### config.mk
export PLATFORM = sky130hd
export DESIGN_NAME = onewire_temperature_reader
export DESIGN_NICKNAME = d
export VERILOG_FILES = /design/src/hw/rtl/owtr_pkg.sv /design/src/hw/rtl/owtr_seq.sv /design/src/hw/rtl/onewire_temperature_reader.sv
export SDC_FILE = /design/constraint.sdc
export NUM_CORES = 1
export LEC_CHECK = 0
export ABC_AREA = 1
export BUFFER_PORTS_ARGS = -buffer_cell sky130_fd_sc_hd__clkbuf_2
export CAP_MARGIN = 20
export CORE_MARGIN = 2
export CORE_UTILIZATION = 40
export CTS_BUF_LIST = sky130_fd_sc_hd__clkbuf_4 sky130_fd_sc_hd__clkbuf_8
export DETAILED_ROUTE_END_ITERATION = 8
export PLACE_DENSITY = 0.66
export SKIP_LAST_GASP = 1
export SYNTH_ARGS = -nofsm -noshare
export SYNTH_HDL_FRONTEND = slang
export SYNTH_SLANG_ARGS = --single-unit
### constraint.sdc
create_clock -name clk -period 3.2 [get_ports clk]
set_input_delay 0.64 -clock clk [delete_from_list [all_inputs] [get_ports clk]]
set_output_delay 0.64 -clock clk [all_outputs]
set_load 0.01 [all_outputs]
### src/hw/rtl/owtr_pkg.sv
`default_nettype none

package owtr_pkg;

    localparam int TIMER_BITS = 20;
    localparam int CFG_INDEX_BITS = 3;
    localparam int CFG_DATA_BITS = 20;

    typedef logic [TIMER_BITS-1:0] timer_t;
    typedef logic [4:0] bit_idx_t;

    localparam logic [7:0] CMD_SKIP    = 8'hCC;
    localparam logic [7:0] CMD_CONVERT = 8'h44;
    localparam logic [7:0] CMD_READ    = 8'hBE;

    localparam logic [CFG_INDEX_BITS-1:0] REG_RESET_LOW     = 3'd0;
    localparam logic [CFG_INDEX_BITS-1:0] REG_PRES_TIMEOUT  = 3'd1;
    localparam logic [CFG_INDEX_BITS-1:0] REG_SLOT_LONG     = 3'd2;
    localparam logic [CFG_INDEX_BITS-1:0] REG_SLOT_SHORT    = 3'd3;
    localparam logic [CFG_INDEX_BITS-1:0] REG_READ_LOW      = 3'd4;
    localparam logic [CFG_INDEX_BITS-1:0] REG_CONVERT_WAIT  = 3'd5;

    typedef enum logic [12:0] {
        ST_IDLE      = 13'b0000000000001,
        ST_CONV      = 13'b0000000000010,
        ST_RD_LOW    = 13'b0000000000100,
        ST_RD_SAMPLE = 13'b0000000001000,
        ST_RD_HOLD   = 13'b0000000010000,
        ST_RD_TAIL   = 13'b0000000100000,
        ST_PRE       = 13'b0000001000000,
        ST_LOW       = 13'b0000010000000,
        ST_REC       = 13'b0000100000000,
        ST_PRES_LOW  = 13'b0001000000000,
        ST_PRES_HIGH = 13'b0010000000000,
        ST_WR_LOW    = 13'b0100000000000,
        ST_WR_HIGH   = 13'b1000000000000
    } state_t;

    typedef struct packed {
        logic [9:0]  reset_low_time;
        logic [7:0]  presence_timeout;
        logic [6:0]  slot_long_time;
        logic [3:0]  slot_short_time;
        logic [3:0]  read_low_time;
        logic [19:0] convert_wait_time;
    } owtr_cfg_t;

    typedef struct packed {
        logic        drive_low;
        logic        busy;
        logic        done;
        logic        no_device;
        logic [15:0] temperature;
    } owtr_res_t;

endpackage

`default_nettype wire

### src/hw/rtl/owtr_seq.sv
`default_nettype none

module owtr_seq
    import owtr_pkg::*;
(
    input  wire        clk,
    input  wire        rst_n,
    input  wire        fire,
    input  wire        kind,
    input  wire        line_level,
    input  owtr_cfg_t  cfg,
    output owtr_res_t  res
);

    state_t      state_reg, state_next;
    logic        grp_reg, grp_next;
    timer_t      timer_reg, timer_next;
    bit_idx_t    bidx_reg, bidx_next;
    logic [15:0] shift_reg, shift_next;
    logic [15:0] held_reg, held_next;

    logic        finish, fail, timer_le1;
    timer_t      timer_dec;
    bit_idx_t    bidx_inc, bidx_byte;
    logic [15:0] cmd_word;
    logic        cmd_cur, cmd_nxt, cmd_first;
    timer_t      d_reset_low, d_pres, d_long, d_short, d_read_low, d_conv;

    always_comb
    begin
        d_reset_low = TIMER_BITS'(cfg.reset_low_time);
        d_pres      = TIMER_BITS'(cfg.presence_timeout);
        d_long      = TIMER_BITS'(cfg.slot_long_time);
        d_short     = TIMER_BITS'(cfg.slot_short_time);
        d_read_low  = TIMER_BITS'(cfg.read_low_time);
        d_conv      = TIMER_BITS'(cfg.convert_wait_time);
    end

    assign timer_le1 = (timer_reg <= timer_t'(1));
    assign timer_dec = timer_reg - timer_t'(1);
    assign bidx_inc  = bidx_reg + 5'd1;
    assign bidx_byte = {bidx_reg[4:3], 3'b000} + 5'd8;
    assign cmd_word  = grp_reg ? {CMD_READ, CMD_SKIP} : {CMD_CONVERT, CMD_SKIP};
    assign cmd_cur   = cmd_word[bidx_reg[3:0]];
    assign cmd_nxt   = cmd_word[bidx_inc[3:0]];
    assign cmd_first = cmd_word[0];

    always_comb
    begin
        state_next = state_reg;
        grp_next   = grp_reg;
        timer_next = timer_reg;
        bidx_next  = bidx_reg;
        shift_next = shift_reg;
        held_next  = held_reg;
        finish     = 1'b0;
        fail       = 1'b0;
        if (kind)
        begin
            if (state_reg == ST_IDLE)
            begin
                bidx_next  = '0;
                shift_next = '0;
                grp_next   = 1'b0;
                state_next = ST_PRE;
                timer_next = d_short;
            end
        end
        else
        begin
            unique case (state_reg)
                ST_IDLE:
                begin
                end
                ST_CONV:
                begin
                    if (timer_le1)
                    begin
                        grp_next   = 1'b1;
                        state_next = ST_PRE;
                        timer_next = d_short;
                    end
                    else
                        timer_next = timer_dec;
                end
                ST_RD_LOW:
                begin
                    if (timer_le1)
                    begin
                        state_next = ST_RD_SAMPLE;
                        timer_next = timer_t'(1);
                    end
                    else
                        timer_next = timer_dec;
                end
                ST_RD_SAMPLE:
                begin
                    shift_next[bidx_reg[3:0]] = line_level;
                    if (line_level)
                    begin
                        state_next = ST_RD_TAIL;
                        timer_next = d_long;
                    end
                    else
                    begin
                        state_next = ST_RD_HOLD;
                        timer_next = d_pres;
                    end
                end
                ST_RD_HOLD:
                begin
                    if (line_level)
                    begin
                        state_next = ST_RD_TAIL;
                        timer_next = d_short;
                    end
                    else if (timer_le1)
                    begin
                        if (bidx_reg[3])
                            shift_next[15:8] = 8'hFF;
                        else
                            shift_next[7:0] = 8'hFF;
                        bidx_next = bidx_byte;
                        if (bidx_byte[4])
                            finish = 1'b1;
                        else
                        begin
                            state_next = ST_RD_LOW;
                            timer_next = d_read_low;
                        end
                    end
                    else
                        timer_next = timer_dec;
                end
                ST_RD_TAIL:
                begin
                    if (timer_le1)
                    begin
                        bidx_next = bidx_inc;
                        if (bidx_inc[4])
                            finish = 1'b1;
                        else
                        begin
                            state_next = ST_RD_LOW;
                            timer_next = d_read_low;
                        end
                    end
                    else
                        timer_next = timer_dec;
                end
                ST_PRE:
                begin
                    if (timer_le1)
                    begin
                        state_next = ST_LOW;
                        timer_next = d_reset_low;
                    end
                    else
                        timer_next = timer_dec;
                end
                ST_LOW:
                begin
                    if (timer_le1)
                    begin
                        state_next = ST_REC;
                        timer_next = d_short;
                    end
                    else
                        timer_next = timer_dec;
                end
                ST_REC:
                begin
                    if (timer_le1)
                    begin
                        state_next = ST_PRES_LOW;
                        timer_next = d_pres;
                    end
                    else
                        timer_next = timer_dec;
                end
                ST_PRES_LOW:
                begin
                    if (!line_level)
                    begin
                        state_next = ST_PRES_HIGH;
                        timer_next = d_pres;
                    end
                    else if (timer_le1)
                        fail = 1'b1;
                    else
                        timer_next = timer_dec;
                end
                ST_PRES_HIGH:
                begin
                    if (line_level)
                    begin
                        bidx_next  = '0;
                        state_next = ST_WR_LOW;
                        timer_next = cmd_first ? d_short : d_long;
                    end
                    else if (timer_le1)
                        fail = 1'b1;
                    else
                        timer_next = timer_dec;
                end
                ST_WR_LOW:
                begin
                    if (timer_le1)
                    begin
                        state_next = ST_WR_HIGH;
                        timer_next = cmd_cur ? d_long : d_short;
                    end
                    else
                        timer_next = timer_dec;
                end
                ST_WR_HIGH:
                begin
                    if (timer_le1)
                    begin
                        bidx_next = bidx_inc;
                        if (!bidx_inc[4])
                        begin
                            state_next = ST_WR_LOW;
                            timer_next = cmd_nxt ? d_short : d_long;
                        end
                        else if (!grp_reg)
                        begin
                            state_next = ST_CONV;
                            timer_next = d_conv;
                        end
                        else
                        begin
                            bidx_next  = '0;
                            shift_next = '0;
                            state_next = ST_RD_LOW;
                            timer_next = d_read_low;
                        end
                    end
                    else
                        timer_next = timer_dec;
                end
                default:
                begin
                    state_next = ST_IDLE;
                    timer_next = '0;
                end
            endcase
            if (finish)
            begin
                held_next  = shift_next;
                state_next = ST_IDLE;
                timer_next = '0;
            end
            if (fail)
            begin
                state_next = ST_IDLE;
                timer_next = '0;
            end
        end
    end

    always_comb
    begin
        res.drive_low   = (state_reg == ST_RD_LOW) || (state_reg == ST_LOW)
                          || (state_reg == ST_WR_LOW);
        res.busy        = (state_next != ST_IDLE);
        res.done        = finish || fail;
        res.no_device   = fail;
        res.temperature = held_next;
    end

    always_ff @(posedge clk or negedge rst_n)
    begin
        if (!rst_n)
        begin
            state_reg <= ST_IDLE;
            grp_reg   <= 1'b0;
            timer_reg <= '0;
            bidx_reg  <= '0;
            shift_reg <= '0;
            held_reg  <= '0;
        end
        else if (fire)
        begin
            state_reg <= state_next;
            grp_reg   <= grp_next;
            timer_reg <= timer_next;
            bidx_reg  <= bidx_next;
            shift_reg <= shift_next;
            held_reg  <= held_next;
        end
    end

    // A failed or finished sequence always reports done and leaves the bus idle.
    assert property (@(posedge clk) disable iff (!rst_n)
        res.no_device |-> (res.done && !res.busy))
        else $error("no_device raised without done or while busy");

    assert property (@(posedge clk) disable iff (!rst_n)
        res.done |-> !res.busy)
        else $error("done raised while the sequence continues");

    // The sample state lasts exactly one tick.
    assert property (@(posedge clk) disable iff (!rst_n)
        (fire && !kind && state_reg == ST_RD_SAMPLE) |=> (state_reg != ST_RD_SAMPLE))
        else $error("read sample state held for more than one tick");

    assert property (@(posedge clk) disable iff (!rst_n)
        bidx_reg <= 5'd16)
        else $error("bit index ran past the end of the word");

endmodule

`default_nettype wire

### src/hw/rtl/onewire_temperature_reader.sv
// One-wire master that reads a temperature sensor. Each request on the input
// channel is either one microsecond tick, carrying the sampled line level, or a
// start command; every request produces exactly one result carrying the line
// drive, busy, done and no_device flags and the last temperature read, as signed
// sixteenths of a degree Celsius. The block takes one request per clock cycle
// while results are taken, and each request passes through an input register and
// the sequencer's single step into the result register. Timing registers are
// written through the configuration channel and are always ready; they should be
// written only while no sequence is running.
`default_nettype none

module onewire_temperature_reader
    import owtr_pkg::*;
(
    input  wire                        clk,
    input  wire                        rst_n,
    input  wire                        in_valid,
    output logic                       in_ready,
    input  wire                        kind,
    input  wire                        line_level,
    output logic                       out_valid,
    input  wire                        out_ready,
    output logic                       drive_low,
    output logic                       busy_res,
    output logic                       done_res,
    output logic                       no_device,
    output logic signed [15:0]         temperature,
    input  wire                        cfg_valid,
    output logic                       cfg_ready,
    input  wire [CFG_INDEX_BITS-1:0]   cfg_index,
    input  wire [CFG_DATA_BITS-1:0]    cfg_data
);

    logic       s1_valid_reg, s1_valid_next;
    logic       s1_kind_reg, s1_line_reg;
    logic       out_valid_reg, out_valid_next;
    owtr_res_t  out_res_reg;
    owtr_cfg_t  cfg_reg, cfg_next;
    owtr_res_t  step_res;
    logic       advance, accept;

    assign advance   = s1_valid_reg && (!out_valid_reg || out_ready);
    assign in_ready  = !s1_valid_reg || advance;
    assign accept    = in_valid && in_ready;
    assign cfg_ready = 1'b1;

    owtr_seq u_seq (
        .clk        (clk),
        .rst_n      (rst_n),
        .fire       (advance),
        .kind       (s1_kind_reg),
        .line_level (s1_line_reg),
        .cfg        (cfg_reg),
        .res        (step_res)
    );

    always_comb
    begin
        s1_valid_next = s1_valid_reg;
        if (accept)
            s1_valid_next = 1'b1;
        else if (advance)
            s1_valid_next = 1'b0;
        out_valid_next = out_valid_reg;
        if (advance)
            out_valid_next = 1'b1;
        else if (out_ready)
            out_valid_next = 1'b0;
    end

    always_comb
    begin
        cfg_next = cfg_reg;
        if (cfg_valid)
        begin
            unique case (cfg_index)
                REG_RESET_LOW:    cfg_next.reset_low_time    = cfg_data[9:0];
                REG_PRES_TIMEOUT: cfg_next.presence_timeout  = cfg_data[7:0];
                REG_SLOT_LONG:    cfg_next.slot_long_time    = cfg_data[6:0];
                REG_SLOT_SHORT:   cfg_next.slot_short_time   = cfg_data[3:0];
                REG_READ_LOW:     cfg_next.read_low_time     = cfg_data[3:0];
                REG_CONVERT_WAIT: cfg_next.convert_wait_time = cfg_data[19:0];
                default:
                begin
                end
            endcase
        end
    end

    always_ff @(posedge clk or negedge rst_n)
    begin
        if (!rst_n)
        begin
            s1_valid_reg  <= 1'b0;
            out_valid_reg <= 1'b0;
            cfg_reg.reset_low_time    <= 10'd480;
            cfg_reg.presence_timeout  <= 8'd100;
            cfg_reg.slot_long_time    <= 7'd100;
            cfg_reg.slot_short_time   <= 4'd10;
            cfg_reg.read_low_time     <= 4'd2;
            cfg_reg.convert_wait_time <= 20'd750000;
        end
        else
        begin
            s1_valid_reg  <= s1_valid_next;
            out_valid_reg <= out_valid_next;
            cfg_reg       <= cfg_next;
        end
    end

    always_ff @(posedge clk)
    begin
        if (accept)
        begin
            s1_kind_reg <= kind;
            s1_line_reg <= line_level;
        end
        if (advance)
            out_res_reg <= step_res;
    end

    assign out_valid   = out_valid_reg;
    assign drive_low   = out_res_reg.drive_low;
    assign busy_res    = out_res_reg.busy;
    assign done_res    = out_res_reg.done;
    assign no_device   = out_res_reg.no_device;
    assign temperature = signed'(out_res_reg.temperature);

endmodule

`default_nettype wire

==> impl_results.md, run 1 <==
- Avg WL per Cell: 16.8 um
- RSZ-0062 raised after global routing: no
- Fraction of the mapped netlist area in simple logic gates: 0.350
- Synth Cell Area: 9870 um2
- Worst-Skew Late Latency: 0.49 ns
- FF/Latch Area: 3840 um2
- Slew margin rel.: 0.497
- Crit path largest cell delay: 0.52 ns
- H-tree levels: 4
- Synth unique cells: 54
- Compound-cell area share of the yosys netlist: 0.146
- Top cell by count, worst path: nand2_1
- Initial antenna violation count: 0
- Area of the multi-input gates: 5230 um2
- Antenna viol nets, final: 0
- Post-cts sizing count: 0
- Synth top area share: 0.259
- Number of global-route vias before repair: 8900
- Fin Clk Skew: 0.0201 ns
- Port Buffer Count: 51
- Achievable frequency: 351 MHz
- Largest family of logic cells by synthesized area: simple AND/OR/NAND/NOR gates
- Nets@finish: 1467
- HP Class: input pin to async pin
- CTS Sinks: 148
- Status: complete, no violations
- Fin worst setup slack: 0.353 ns
- Post-synthesis adder-cell area fraction: 0.0101
- Global placer's final weighted congestion: 0.993
- Fin Setup TNS: 0 ns
- Endpoints failing hold: 0
- Cell Chain, Critical Path: ha_1, inv_1, nor2_2, nand2_1, nand2_2, nand2_1, nand2_1, nand2_1, inv_2, nor2_8, a21oi_4, o21ai_0, o21ai_0, nand2_1
- Largest net degree at the start of global routing: 66
- Post-CTS Setup Bufs: 0
- Max reg flops: 53
- CP Capture Type: flip-flop
- Slew @ Worst Pin: 0.753 ns
- Final period util: 0.890
- Die X: 161 um
- Setup crit start kind: flip-flop
- Clock buffer count from CTS: 17
- Synth warn: 0
- Met1 Use GR: 0.342
- CTS tree: built
- Max FO, Critical Path: 15
- Share of post-route cells with drive strength above 1: 0.154
- Area added between synthesis and finish: 10.3%
- Lkg Pwr: 5.36 nW
- Most frequent cells after synthesis: nand2_1 (431), o21ai_0 (144), inv_1 (127)
- Max Transition Viols Final: 0
- Dominant synthesized flop cell: dfrtp_1
- FILL cells: 2532
- Mux cell area share after synthesis: 0.0123
- Root Buffer: clkbuf_8
- Routing usage on met2: 0.354
- Met3 Usage GRT: 0.0357
- Die Y: 161 um
- Post-cts hold buffer count: 0
- Core area: 24200 um2
- DR vias: 9593
- Fin area: 10900 um2
- XOR/XNOR Fraction of Synth Area: 0.0115
- HPWL Detailed: 22000 um
- Slowest-stage cell, CP: dfrtp_1
- Antenna cells: 0
- Die area: 25900 um2
- Area leader, netlist: dfrtp_1
- Post-synth EDFFs: 22
- Syn_nets: 1419
- Cell with the most instances after synthesis: nand2_1
- Most used routing layer: met2
- Clock slew at reported path FFs: 0.10 ns
- Num ports: 53
- # DRC: 0
- Drt pass-1 iters: 6
- Final hold slack: 0.153 ns
- DR vias/cell: 5.43
- Total global routing overflow: 0
- Critical Path AT: 3.21 ns
- Sequential share of the synthesized area: 0.390
- Pwr per Cell Area: 610 nW/um2
- Row count: 57
- FFs w/ async S/R, synth: 0.851
- VDD IR max: 0.000375 V
- Max cap viols: 0
- Final setup violation count: 0
- Initial Utilization: 0.407
- GRT Util Overall: 0.235
- Setup WS pre-CTS: 0.458 ns
- Synthesized area per cell: 7.14 um2
- Required time of the worst setup path: 3.57 ns
- Routed WL: 29700 um
- Max clock buf depth: 2
- Register bit count reported by yosys: 148
- Syn Inst Count: 1381
- Placement Cell Area: 10500 um2
- Synth area leaders: dfrtp_1 (26%), nand2_1 (16%), o21ai_0 (7.3%)
- DRT iter0 DRCs: 882
- First-pass GRT wire length: 48400 um
- Crit Path Class: flip-flop to flip-flop
- Fin crit period: 2.85 ns
-- worst paths after layout --
check	from	to	slack, ns	cells past startpoint
max in group asynchronous	rst_n	cfg_reg[25]	2.23	2
min in group clk	kind	s1_kind_reg	0.32	1
min reg2reg	u_seq.held_reg[3]	u_seq.held_reg[3]	0.48	2
min	rst_n	u_seq.timer_reg[16]	0.15	1
max	u_seq.bidx_reg[0]	u_seq.timer_reg[0]	0.35	14
max reg2reg	u_seq.bidx_reg[0]	u_seq.timer_reg[0]	0.35	14
-- kinds of logic (layout without fill, tap and decap cells) --
logic type | Yosys count | in the layout
and+or+nand+nor | 756 | 756
AOI/OAI and AO/OA | 254 | 254
buffers and inverters | 190 | 251
DFF | 148 | 148
xor gates and xnor gates | 13 | 13
muxes | 11 | 11
adders and majority gates | 8 | 8
other | 1 | 1
-- stage by stage --
| stage | utilization | power [mW] | instances |
|---|---|---|---|
| floorplan | - | 4.36 | 1381 |
| global placement | 0.432 | 5.09 | 1734 |
| detailed placement | 0.432 | 5.12 | 1734 |
| CTS | 0.449 | 6.62 | 1766 |
| global route | 0.449 | 7.11 | 1766 |
| finish | 0.449 | 6.64 | 1766 |
-- layout by cell type, fill, tap and decap left out, drive strengths merged, types with 4 or more instances in the layout --
master,synthesis,final
a21oi,30,30
and2,15,15
buf,25,24
clkbuf,20,67
clkinv,5,10
dfrtp,102,102
dfstp,24,24
edfxtp,22,22
ha,8,8
inv,140,148
mux2,9,9
nand2,450,450
nand3,113,113
nand3b,8,8
nand4,22,22
nor2,111,111
nor3,17,17
nor4,4,4
o211ai,17,17
o21ai,162,162
o22ai,25,25
o31ai,7,7
or2,16,16
xor2,11,11
-- routing by layer --
metal	vias up	wire, um
met4	0	879
li1	4647	-
met5	-	0
met3	66	1790
met2	348	12900
met1	4532	14100
-- final cells by class --
| cell class | count | area share |
|---|---|---|
| Timing Repair Buffer | 74 | 0.0419 |
| Tap cell | 324 | 0.0373 |
| Sequential cell | 148 | 0.353 |
| Inverter | 145 | 0.0500 |
| Clock inverter | 15 | 0.0151 |
| Clock buffer | 17 | 0.0215 |
| Multi-Input combinational cell | 1043 | 0.481 |
-- where the power goes --
group | internal [mW] | switching, mW | leakage, nW
logic | 0.818 | 1.74 | 3.34
clock network | 0.589 | 0.902 | 0.195
registers | 2.30 | 0.283 | 1.82
total | 3.71 | 2.93 | 5.36
-- critical path, delay by kind of cell, from the launching register on --
family / cells / cell delay [ns]
buffers and inverters: 2 / 0.22
adders and majority gates: 1 / 0.30
DFF: 1 / 0.52
and+or+nand+nor: 8 / 0.86
AOI/OAI and AO/OA: 3 / 0.83
Power figures use the tool's default switching activity.
==> run 2: changes to the inputs <==
--- a/config.mk
+++ b/config.mk
@@ -13,6 +13,7 @@
 export CTS_BUF_LIST = sky130_fd_sc_hd__clkbuf_4 sky130_fd_sc_hd__clkbuf_8
 export DETAILED_ROUTE_END_ITERATION = 8
 export PLACE_DENSITY = 0.66
+export RECOVER_POWER = 25
 export SKIP_LAST_GASP = 1
 export SYNTH_ARGS = -nofsm -noshare
 export SYNTH_HDL_FRONTEND = slang
==> run 2 against run 1 <==
Compared with the run above: the run now ends with capacitance limit, slew limit left; total power is 0.22% lower; non-clock buffer count stayed put; sequential share of layout area hardly changed; sequential power hardly changed; design area hardly changed; clock power hardly changed; clock skew is 0.0027 ns lower; via count is 0.32% higher; largest power group unchanged; critical endpoint unchanged; flip-flop and latch count stayed put.
==> impl_results.md, run 2 (synthesis results as in run 1) <==
- Top delay family on crit path: simple AND/OR/NAND/NOR gates
- Avg WL per Cell: 16.8 um
- Slew margin rel.: -0.659
- Initial Utilization: 0.407
- Area of the multi-input gates: 5230 um2
- FILL cells: 2533
- CTS Sinks: 148
- Max cap viols: 1
- Top cell by count, worst path: nand2_1
- Initial antenna violation count: 0
- Commonest non-fill, non-tap cell in the layout: nand2_1
- Endpoints failing hold: 0
- Number of global-route vias before repair: 8900
- Slowest-stage cell, CP: dfrtp_1
- Critical Path AT: 3.21 ns
- Status: finished, violations left
- Achievable frequency: 352 MHz
- Max FO, Critical Path: 15
- DRT iter0 DRCs: 867
- Fin crit period: 2.84 ns
- VDD IR max: 0.000375 V
- # DRC: 0
- Total Power: 6.62 mW
- Fin Clk Skew: 0.0173 ns
- Cell Chain, Critical Path: ha_1, inv_1, nor2_2, nand2_1, nand2_2, nand2_1, nand2_1, nand2_1, inv_2, nor2_8, a21oi_4, o21ai_0, o21ai_0, nand2_1
- Row count: 57
- Clock buffer count from CTS: 17
- HP Class: input pin to flip-flop
- CP Capture Type: flip-flop
- Crit path largest cell delay: 0.52 ns
- Die X: 161 um
- CTS tree: built
- Antenna cells: 0
- Die area: 25900 um2
- R2r setup slk: 0.36 ns
- GRT Util Overall: 0.235
- Post-cts sizing count: 0
- Lkg Pwr: 5.36 nW
- WP buf/inv: 2
- Global placer's final weighted congestion: 0.993
- Port Buffer Count: 51
- Share of post-route cells with drive strength above 1: 0.153
- Clock slew at reported path FFs: 0.11 ns
- Commonest non-fill, non-tap cells in the layout: nand2_1 (431), o21ai_0 (144), inv_1 (127)
- Largest net degree at the start of global routing: 66
- Post-CTS Setup Bufs: 0
- Root Buffer: clkbuf_8
- Antenna viol nets, final: 0
- Num ports: 53
- DR vias/cell: 5.45
- Drt pass-1 iters: 6
- Nets@finish: 1467
- Area added between synthesis and finish: 10.2%
- Max Transition Viols Final: 43
- Fin Setup TNS: 0 ns
- First-pass GRT wire length: 48400 um
- Slew @ Worst Pin: 2.49 ns
- DR vias: 9624
- Final Core Density: 0.448
- HPWL Detailed: 22000 um
- Routed WL: 29600 um
- Die Y: 161 um
- Pwr per Cell Area: 609 nW/um2
- Worst-Skew Late Latency: 0.48 ns
- Max reg flops: 53
- Post-cts hold buffer count: 0
- Max clock buf depth: 2
- Final hold slack: 0.324 ns
- Core area: 24200 um2
- RSZ-0062 raised after global routing: no
- Setup crit start kind: flip-flop
- Total global routing overflow: 0
- H-tree levels: 4
- FF/Latch Area: 3840 um2
- Crit Path Class: flip-flop to flip-flop
- Final period util: 0.888
- Required time of the worst setup path: 3.56 ns
- Failing checks: capacitance limit, slew limit
- Final setup violation count: 0
## run 2: changes by cell type in the layout (fill, tap and decap cells not counted)
cell,previous run,this run
clkbuf_1,0,2
buf_4,22,20
## run 2: layer usage
metal,up-vias,GRT usage,share of wire
li1,4648,-,-
met4,0,0.0864,0.029
met3,67,0.0357,0.073
met5,-,0,0
met1,4522,0.342,0.46
met2,387,0.354,0.44
## run 2: cell type report
class                      count  area share
clock buffer                  17      0.0215
clock inverter                15      0.0151
inverter                     145      0.0501
multi-input combinational   1043       0.481
sequential                   148       0.354
tap                          324      0.0373
timing repair buffer          74      0.0412
## run 2: where the power goes
group / leakage, nW / switching, mW / internal [mW]
sequential: 1.82 / 0.282 / 2.30
combinational: 3.34 / 1.73 / 0.817
clock: 0.195 / 0.899 / 0.589
total: 5.36 / 2.91 / 3.71
## run 2: path summary, 6_finish.rpt
kind / start / depth (start not counted) / to
worst max-delay path: u_seq.bidx_reg[0] / 14 / u_seq.timer_reg[0]
worst min-delay path: kind / 1 / s1_kind_reg
worst max register to register: u_seq.bidx_reg[0] / 14 / u_seq.timer_reg[0]
worst min register to register: u_seq.held_reg[3] / 2 / u_seq.held_reg[3]
max in group asynchronous: rst_n / 2 / out_valid
min in group asynchronous: rst_n / 1 / u_seq.timer_reg[16]
## run 2: worst register-to-register path, cell delays in order (launching register included)
cell and delay (ns):
dfrtp_1 0.52, ha_1 0.30, inv_1 0.10, nor2_2 0.16, nand2_1 0.08, nand2_2 0.20, nand2_1 0.13, nand2_1 0.07
nand2_1 0.09, inv_2 0.12, nor2_8 0.07, a21oi_4 0.46, o21ai_0 0.23, o21ai_0 0.14, nand2_1 0.08
## run 2: per-stage QoR
step | cell area (um2) | setup slack [ns] | cells
floorplan | 9870 | 0.931 | 1381
global placement | 10500 | 0.488 | 1734
detailed placement | 10500 | 0.458 | 1734
CTS | 10900 | 0.428 | 1766
global route | 10900 | 0.128 | 1766
finish | 10900 | 0.359 | 1766
